## src/cfir_pkg.sv

```systemverilog
// ----------------------------------------------------------------------------
// cfir_pkg
// Shared types and constants of the centered zero-padded FIR filter.
// ----------------------------------------------------------------------------
package cfir_pkg;

  localparam int SMP_W   = 16;
  localparam int COEF_W  = 16;
  localparam int TAPIX_W = 6;
  localparam int CNT_W   = 7;
  localparam int INV_W   = 17;
  localparam int CFG_W   = 17;
  localparam int PROD_W  = COEF_W + 1 + SMP_W;
  localparam int ACC_W   = PROD_W + 6;
  localparam int SPLIT   = 20;
  localparam int LO_W    = SPLIT + 1 + INV_W + 1;
  localparam int HI_W    = ACC_W - SPLIT + INV_W + 1;
  localparam int FULL_W  = ACC_W + INV_W + 2;
  localparam int NORM_SH = 31;
  localparam int Q_W     = FULL_W - NORM_SH;

  localparam logic CFG_TAP_COUNT = 1'b0;
  localparam logic CFG_INV_TAPS  = 1'b1;

  localparam logic FUNC_COEF   = 1'b0;
  localparam logic FUNC_SAMPLE = 1'b1;

  typedef struct packed {
    logic                     func;
    logic [TAPIX_W-1:0]       tap_index;
    logic [COEF_W-1:0]        coef_value;
    logic signed [SMP_W-1:0]  sample;
    logic                     frame_end;
  } in_word_t;

  typedef struct packed {
    logic signed [SMP_W-1:0]  filtered;
    logic                     last_of_frame;
  } out_word_t;

  typedef struct packed {
    logic coef_we;
    logic smp_we;
    logic mac_clear;
    logic mac_issue;
    logic tap_zero;
    logic norm_lo;
    logic norm_hi;
    logic out_load;
    logic out_last;
  } cmd_t;

  typedef struct packed {
    logic out_free;
  } sts_t;

endpackage

```

## src/centered_fir_zero_padded.sv

```systemverilog
// ----------------------------------------------------------------------------
// centered_fir_zero_padded
// Centered FIR with zero padding at frame ends and reciprocal normalization.
// ----------------------------------------------------------------------------
// Coefficient words and sample words that owe no output leave the input free;
// after a sample word that owes outputs, the input stalls until each output it
// releases is done (L = effective tap count, D = L - 1 - L/2), and a frame_end
// sample releases up to D + 1 outputs. Each output is a pass of the single
// shared multiply-accumulate stepping one tap per cycle through the
// coefficient and sample memories, then pipeline drain, two normalization
// multiplies and the output load. An output waiting in the output register
// holds the next output at its load, and the input stalls meanwhile. No
// clearing pass after reset: the frame fill count masks stale samples.
// ----------------------------------------------------------------------------
module centered_fir_zero_padded #(
  parameter int MAX_TAPS = 64
) (
  input  logic                          clk,
  input  logic                          rst_n,
  input  logic                          in_valid,
  output logic                          in_stall,
  input  cfir_pkg::in_word_t            in_word,
  output logic                          out_valid,
  input  logic                          out_stall,
  output cfir_pkg::out_word_t           out_word,
  input  logic                          cfg_we,
  input  logic                          cfg_addr,
  input  logic [cfir_pkg::CFG_W-1:0]    cfg_wdata
);
  import cfir_pkg::*;

  localparam int AW = (MAX_TAPS > 1) ? $clog2(MAX_TAPS) : 1;
  localparam int LW = $clog2(MAX_TAPS + 1);

  logic [CNT_W-1:0] tap_count_r;
  logic [INV_W-1:0] inv_taps_r;

  cmd_t          cmd;
  sts_t          sts;
  logic [AW-1:0] tap_k;
  logic [AW-1:0] tap_idx;

  always_ff @(posedge clk) begin
    if (!rst_n) begin
      tap_count_r <= CNT_W'(64);
      inv_taps_r  <= INV_W'(1024);
    end else if (cfg_we) begin
      case (cfg_addr)
        CFG_TAP_COUNT: tap_count_r <= cfg_wdata[CNT_W-1:0];
        CFG_INV_TAPS:  inv_taps_r  <= cfg_wdata[INV_W-1:0];
        default: ;
      endcase
    end
  end

  cfir_ctrl #(
    .MAX_TAPS (MAX_TAPS),
    .AW       (AW),
    .LW       (LW)
  ) u_ctrl (
    .clk          (clk),
    .rst_n        (rst_n),
    .in_valid     (in_valid),
    .in_stall     (in_stall),
    .in_func      (in_word.func),
    .in_tap_index (in_word.tap_index),
    .in_frame_end (in_word.frame_end),
    .tap_count    (tap_count_r),
    .sts          (sts),
    .cmd          (cmd),
    .tap_k        (tap_k),
    .tap_idx      (tap_idx)
  );

  cfir_dpath #(
    .MAX_TAPS (MAX_TAPS),
    .AW       (AW)
  ) u_dpath (
    .clk       (clk),
    .rst_n     (rst_n),
    .cmd       (cmd),
    .sts       (sts),
    .coef_addr (in_word.tap_index),
    .coef_data (in_word.coef_value),
    .smp_data  (in_word.sample),
    .tap_k     (tap_k),
    .tap_idx   (tap_idx),
    .inv_taps  (inv_taps_r),
    .out_valid (out_valid),
    .out_stall (out_stall),
    .out_word  (out_word)
  );

endmodule

```

## src/cfir_ctrl.sv

```systemverilog
// ----------------------------------------------------------------------------
// cfir_ctrl
// Sequencer: input handshake, frame fill, output and tap stepping.
// ----------------------------------------------------------------------------
module cfir_ctrl #(
  parameter int MAX_TAPS = 64,
  parameter int AW       = 6,
  parameter int LW       = 7
) (
  input  logic                         clk,
  input  logic                         rst_n,
  input  logic                         in_valid,
  output logic                         in_stall,
  input  logic                         in_func,
  input  logic [cfir_pkg::TAPIX_W-1:0] in_tap_index,
  input  logic                         in_frame_end,
  input  logic [cfir_pkg::CNT_W-1:0]   tap_count,
  input  cfir_pkg::sts_t               sts,
  output cfir_pkg::cmd_t               cmd,
  output logic [AW-1:0]                tap_k,
  output logic [AW-1:0]                tap_idx
);
  import cfir_pkg::*;

  localparam int IW = AW + 2;

  typedef enum logic [2:0] {
    S_IDLE, S_MAC, S_DRAIN1, S_DRAIN2, S_NORM_LO, S_NORM_HI, S_OUT
  } state_t;

  state_t        state_r;
  logic [AW-1:0] k_r;
  logic [AW-1:0] m_r;
  logic [LW-1:0] fill_r;
  logic          flush_r;

  logic          accept;
  logic [LW-1:0] len;
  logic [LW-1:0] half_l;
  logic [LW-1:0] d_l;
  logic [AW-1:0] half;
  logic [AW-1:0] d;
  logic [LW-1:0] fill_nxt;
  logic signed [IW-1:0] idx;

  always_comb begin
    if (tap_count == '0) begin
      len = LW'(1);
    end else if (tap_count > CNT_W'(MAX_TAPS)) begin
      len = LW'(MAX_TAPS);
    end else begin
      len = tap_count[LW-1:0];
    end
  end

  assign half_l   = len >> 1;
  assign d_l      = len - LW'(1) - half_l;
  assign half     = half_l[AW-1:0];
  assign d        = d_l[AW-1:0];
  assign fill_nxt = (fill_r == LW'(MAX_TAPS)) ? fill_r : fill_r + LW'(1);

  assign in_stall = (state_r != S_IDLE);
  assign accept   = in_valid && !in_stall;

  assign idx = $signed(IW'(m_r)) + $signed(IW'(half)) - $signed(IW'(k_r));

  assign tap_k   = k_r;
  assign tap_idx = idx[AW-1:0];

  always_comb begin
    cmd           = '0;
    cmd.coef_we   = accept && (in_func == FUNC_COEF) &&
                    (TAPIX_W'(in_tap_index) < (TAPIX_W + 1)'(MAX_TAPS));
    cmd.smp_we    = accept && (in_func == FUNC_SAMPLE);
    cmd.mac_issue = (state_r == S_MAC);
    cmd.mac_clear = (state_r == S_MAC) && (k_r == '0);
    cmd.tap_zero  = (idx < 0) || (idx >= $signed(IW'(fill_r)));
    cmd.norm_lo   = (state_r == S_NORM_LO);
    cmd.norm_hi   = (state_r == S_NORM_HI);
    cmd.out_load  = (state_r == S_OUT) && sts.out_free;
    cmd.out_last  = flush_r && (m_r == '0);
  end

  always_ff @(posedge clk) begin
    if (!rst_n) begin
      state_r <= S_IDLE;
      k_r     <= '0;
      m_r     <= '0;
      fill_r  <= '0;
      flush_r <= 1'b0;
    end else begin
      case (state_r)
        S_IDLE: begin
          if (accept && (in_func == FUNC_SAMPLE)) begin
            fill_r <= fill_nxt;
            k_r    <= '0;
            if (in_frame_end) begin
              flush_r <= 1'b1;
              m_r     <= (fill_r < LW'(d)) ? fill_r[AW-1:0] : d;
              state_r <= S_MAC;
            end else begin
              flush_r <= 1'b0;
              m_r     <= d;
              if (fill_r >= LW'(d)) begin
                state_r <= S_MAC;
              end
            end
          end
        end
        S_MAC: begin
          k_r <= k_r + AW'(1);
          if (LW'(k_r) == len - LW'(1)) begin
            state_r <= S_DRAIN1;
          end
        end
        S_DRAIN1:  state_r <= S_DRAIN2;
        S_DRAIN2:  state_r <= S_NORM_LO;
        S_NORM_LO: state_r <= S_NORM_HI;
        S_NORM_HI: state_r <= S_OUT;
        S_OUT: begin
          if (sts.out_free) begin
            if (!flush_r || (m_r == '0)) begin
              if (flush_r) begin
                fill_r <= '0;
              end
              state_r <= S_IDLE;
            end else begin
              m_r     <= m_r - AW'(1);
              k_r     <= '0;
              state_r <= S_MAC;
            end
          end
        end
        default: state_r <= S_IDLE;
      endcase
    end
  end

endmodule

```

## src/cfir_dpath.sv

```systemverilog
// ----------------------------------------------------------------------------
// cfir_dpath
// Coefficient and sample memories, shared MAC, normalization, output word.
// ----------------------------------------------------------------------------
module cfir_dpath #(
  parameter int MAX_TAPS = 64,
  parameter int AW       = 6
) (
  input  logic                         clk,
  input  logic                         rst_n,
  input  cfir_pkg::cmd_t               cmd,
  output cfir_pkg::sts_t               sts,
  input  logic [cfir_pkg::TAPIX_W-1:0] coef_addr,
  input  logic [cfir_pkg::COEF_W-1:0]  coef_data,
  input  logic [cfir_pkg::SMP_W-1:0]   smp_data,
  input  logic [AW-1:0]                tap_k,
  input  logic [AW-1:0]                tap_idx,
  input  logic [cfir_pkg::INV_W-1:0]   inv_taps,
  output logic                         out_valid,
  input  logic                         out_stall,
  output cfir_pkg::out_word_t          out_word
);
  import cfir_pkg::*;

  logic [COEF_W-1:0] coef_mem [MAX_TAPS];
  logic [SMP_W-1:0]  smp_mem  [MAX_TAPS];

  logic [AW-1:0]     wp_r;
  logic [AW-1:0]     wp_nxt;
  logic [AW:0]       rd_wide;
  logic [AW-1:0]     rd_addr;

  logic                     s1_v_r;
  logic                     s1_zero_r;
  logic [COEF_W-1:0]        coef_q_r;
  logic [SMP_W-1:0]         smp_q_r;
  logic                     s2_v_r;
  logic signed [PROD_W-1:0] prod_r;
  logic signed [PROD_W-1:0] prod_nxt;
  logic signed [SMP_W-1:0]  smp_op;
  logic signed [ACC_W-1:0]  acc_r;

  logic signed [LO_W-1:0]   p_lo_r;
  logic signed [HI_W-1:0]   p_hi_r;
  logic signed [FULL_W-1:0] full;
  logic signed [Q_W-1:0]    q;
  logic signed [SMP_W-1:0]  sat;

  logic      out_valid_r;
  out_word_t out_word_r;

  assign wp_nxt  = (wp_r == AW'(MAX_TAPS - 1)) ? '0 : wp_r + AW'(1);
  assign rd_wide = ({1'b0, wp_r} >= {1'b0, tap_idx}) ?
                   {1'b0, wp_r} - {1'b0, tap_idx} :
                   {1'b0, wp_r} + (AW + 1)'(MAX_TAPS) - {1'b0, tap_idx};
  assign rd_addr = rd_wide[AW-1:0];

  always_ff @(posedge clk) begin
    if (cmd.coef_we) begin
      coef_mem[coef_addr[AW-1:0]] <= coef_data;
    end
    if (cmd.smp_we) begin
      smp_mem[wp_nxt] <= smp_data;
    end
    coef_q_r <= coef_mem[tap_k];
    smp_q_r  <= smp_mem[rd_addr];
  end

  assign smp_op   = s1_zero_r ? '0 : $signed(smp_q_r);
  assign prod_nxt = $signed({1'b0, coef_q_r}) * smp_op;

  assign full = (FULL_W'(p_hi_r) <<< SPLIT) + FULL_W'(p_lo_r);
  assign q    = Q_W'(full >>> NORM_SH);

  always_comb begin
    if (q > $signed(Q_W'(32767))) begin
      sat = 16'sh7FFF;
    end else if (q < -$signed(Q_W'(32768))) begin
      sat = -16'sh8000;
    end else begin
      sat = q[SMP_W-1:0];
    end
  end

  always_ff @(posedge clk) begin
    prod_r <= prod_nxt;
    if (cmd.mac_clear) begin
      acc_r <= '0;
    end else if (s2_v_r) begin
      acc_r <= acc_r + ACC_W'(prod_r);
    end
    if (cmd.norm_lo) begin
      p_lo_r <= $signed({1'b0, acc_r[SPLIT-1:0]}) * $signed({1'b0, inv_taps});
    end
    if (cmd.norm_hi) begin
      p_hi_r <= $signed(acc_r[ACC_W-1:SPLIT]) * $signed({1'b0, inv_taps});
    end
    if (cmd.out_load) begin
      out_word_r.filtered      <= sat;
      out_word_r.last_of_frame <= cmd.out_last;
    end
  end

  always_ff @(posedge clk) begin
    if (!rst_n) begin
      wp_r        <= '0;
      s1_v_r      <= 1'b0;
      s1_zero_r   <= 1'b0;
      s2_v_r      <= 1'b0;
      out_valid_r <= 1'b0;
    end else begin
      if (cmd.smp_we) begin
        wp_r <= wp_nxt;
      end
      s1_v_r    <= cmd.mac_issue;
      s1_zero_r <= cmd.tap_zero;
      s2_v_r    <= s1_v_r;
      if (cmd.out_load) begin
        out_valid_r <= 1'b1;
      end else if (!out_stall) begin
        out_valid_r <= 1'b0;
      end
    end
  end

  assign sts.out_free = !out_valid_r || !out_stall;
  assign out_valid    = out_valid_r;
  assign out_word     = out_word_r;

endmodule
```

## config.mk

```make
export PLATFORM = sky130hd
export DESIGN_NAME = centered_fir_zero_padded
export DESIGN_NICKNAME = d
export VERILOG_FILES = /design/src/cfir_pkg.sv /design/src/centered_fir_zero_padded.sv /design/src/cfir_ctrl.sv /design/src/cfir_dpath.sv
export SDC_FILE = /design/constraint.sdc
export NUM_CORES = 2
export LEC_CHECK = 0
export BUFFER_PORTS_ARGS = -buffer_cell sky130_fd_sc_hd__buf_2
export CAP_MARGIN = 20
export CORE_AREA = 2 2 738 593
export CTS_CLUSTER_SIZE = 28
export DETAILED_ROUTE_END_ITERATION = 6
export DIE_AREA = 0 0 740 595
export SLEW_MARGIN = 30
export SYNTH_ARGS = -nofsm -noshare
export SYNTH_HDL_FRONTEND = slang
export SYNTH_SLANG_ARGS = --single-unit
```

## constraint.sdc

```tcl
create_clock -name clk -period 7.9 [get_ports clk]
set_input_delay 0.79 -clock clk [delete_from_list [all_inputs] [get_ports clk]]
set_output_delay 0.79 -clock clk [all_outputs]
set_load 0.03 [all_outputs]
```

==> out/qor.yml <==
grt_max_degree: 117
rsz0062_at_grt: "false"
drt-initial-drc-count: 6772
ioPinCount: 82
cts_hold_buf: 0
finClkSkew_ps: 237
via_per_inst: 4.70
worstHoldStart: "cfg_wdata[5]"
drcViolationCount: 0
status: "completed"
core.rowCount: 217
grt_use_total_pct: 13.3
grt_antenna_before_repair: 27
synthTopCellsByArea: "edfxtp_1 (53%), fa_1 (13%), mux4_2 (12%)"
r2r_start: "inv_taps_r[10]"
ys_seq_area_share_pct: 55.3
yosys.area.top_type_share_pct: 52.7
ys_warn_count: 0
wl_per_cell_um: 21.2
vias: 65828
ant_nets: 0
start_kind: "flop"
core_mm2: 0.434
setup_viol: 0
clock-root-buffer: "clkbuf_16"
cts_sinks: 2280
hold_path_class: "input port to flop"
grt_pass1_wl_mm: 446
yosys_register_bits: 2280
die_w_um: 740
fillers: 42027
numCtsBuffers: 224
cts_max_path_buffers: 4
fin_nets: 9282
whs_endpoint: "inv_taps_r[5]"
ys_async_sr_fraction_pct: 0
htreeDepth: 4
yosysMostFrequentCell: "edfxtp_1"
routed_wirelength_mm: 297
clk-insertion-delay-late_ps: 990
grt_pass1_vias: 68419
synthToLayoutAreaGrowth_pct: 13.1
clkTransAtPathRegs_ps: 70
required_ps: 8510
syn_inst: 7822
die-area_mm2: 0.440
synthesis.area_mm2: 0.121
hold_violations: 0
path_max_fanout: 28
overflow: 0
hold_depth: 3
max-slew-margin-rel_pct: 25.5
synth_edf_count: 2119
maxSlewViolCount: 0
max_freq_mhz: 138
tightest_slew_ps: 1110
period_share_pct: 91.4
routabilityCongestion: 0.857
syn_nets: 9096
reg2reg_setup_slack_ps: 680
drive_above_1_share_pct: 17.0
post_cts.repair.setup_buffers: 0
portBuffers: 81
ys_types: 86
fin_tns_setup_ps: 0
critical_path_class: "flop to flop"
die_y_um: 595
whs_ps: 233
cts_tree: "yes"
start_util_pct: 27.8
synth_commonest_cells: "edfxtp_1 (2,119), inv_1 (994), fa_1 (796), nand2_1 (670), mux4_2 (656)"
cts_resized: 0
reg2reg_to: "u_dpath.p_lo_r[36]"
endpoint_kind: "flop"
drv_cap: 0
critPathArrivalTime_ps: 7840
ys.flop_type: "edfxtp_1"
syn-mean-instance-area_um2: 15.4
fin_crit_ps: 7220
dr.pass1.iters: 6
dp_hpwl_mm: 195
synth_top_area_cell: "edfxtp_1"
worstRegToRegCells: 20
## critical path: stages, from the launching register on
cell,delay [ps]
dfxtp_1,820
buf_4,520
nand2_1,140
fa_1,500
fa_1,540
inv_1,60
fa_1,570
fa_1,440
fa_1,500
inv_1,50
fa_1,490
inv_1,50
ha_1,320
nand3_1,170
a211oi_1,730
o211ai_2,230
a21oi_1,240
o21a_1,220
or4_4,160
a31oi_4,80
xnor2_1,120
## per-stage QoR
step | cell area [µm²] | std cells | util, % | setup WS, ps
4_1_cts | 137000 | 13993 | 31.4 | 570
3_5_place_dp | 129000 | 13585 | 29.7 | 617
5_1_grt | 137000 | 14003 | 31.5 | 311
2_1_floorplan | 121000 | 7822 | - | 1550
3_3_place_gp | 129000 | 13584 | 29.7 | 673
6_report | 137000 | 14006 | 31.5 | 678
## metal layers
layer | wire length (µm) | part of all wire (%) | track usage [%] | vias up
li1 | - | - | - | 28250
met1 | 135000 | 45 | 19.5 | 34810
met2 | 134000 | 45 | 20.5 | 2365
met3 | 22200 | 7.5 | 2.30 | 395
met4 | 6130 | 2.1 | 3.03 | 8
met5 | 50 | 0.017 | 0 | -
## worst max path at each step
stage,cells after the start,to,from,slack (ps)
after floorplan,22,u_dpath.p_lo_r[36],u_dpath.acc_r[18],1550
after global placement,20,u_dpath.p_lo_r[36],inv_taps_r[10],670
after detailed placement,20,u_dpath.p_lo_r[36],inv_taps_r[10],620
after CTS,20,u_dpath.p_lo_r[36],inv_taps_r[10],570
after global routing,20,u_dpath.p_lo_r[36],inv_taps_r[10],310
final,20,u_dpath.p_lo_r[36],inv_taps_r[10],680
## area by class of cell
cell class	count	area, µm²	share of cell area, %
multi-input cells	4192	48900	35.8
repair buffers	315	2310	1.69
diodes	13	32.5	0.0238
well taps	5803	7260	5.32
flip-flops and latches	2280	66900	49.0
clock inverters	147	1590	1.16
inverters	995	3730	2.73
clock buffers	261	5850	4.28
## flip-flops by register name (all words and copies together) (netlist names), 3 cells and up
name	count
u_dpath.coef_q_r	16
u_dpath.smp_mem	1024
u_ctrl.m_r	6
u_dpath.wp_r	6
u_dpath.prod_r	33
tap_count_r	7
u_dpath.coef_mem	1024
u_dpath.p_lo_r	17
u_dpath.p_hi_r	37
u_dpath.acc_r	39
u_ctrl.fill_r	7
u_dpath.smp_q_r	16
inv_taps_r	17
u_dpath.out_word	17
u_ctrl.state_r	3
u_ctrl.tap_k	6
## cells by family (layout without fill, tap and decap cells)
group / count (synthesis) / after routing / synth area share [%]
AO/OA/AOI/OAI: 465 / 465 / 2.53
XOR/XNOR: 160 / 160 / 1.17
adder cells (fa/ha/maj): 1211 / 1211 / 17.5
buffers and inverters: 1350 / 1718 / 4.27
flip-flops: 2280 / 2280 / 55.3
multiplexers: 713 / 713 / 12.7
other: 0 / 13 / 0
AND/OR/NAND/NOR: 1643 / 1643 / 6.49
## layout by cell type (no fill, tap or decap), types with 69 or more instances in the layout
cell	count
a21oi_1	145
nor2b_1	69
buf_4	239
nand2_1	670
fa_1	795
mux4_2	656
dfxtp_1	155
xnor2_1	97
edfxtp_1	2119
ha_1	414
nor2_1	282
clkbuf_16	225
inv_1	994
and2_1	411
Power is not shown: default switching activity piles up to over one toggle a cycle in this logic, so the estimate is an artifact.
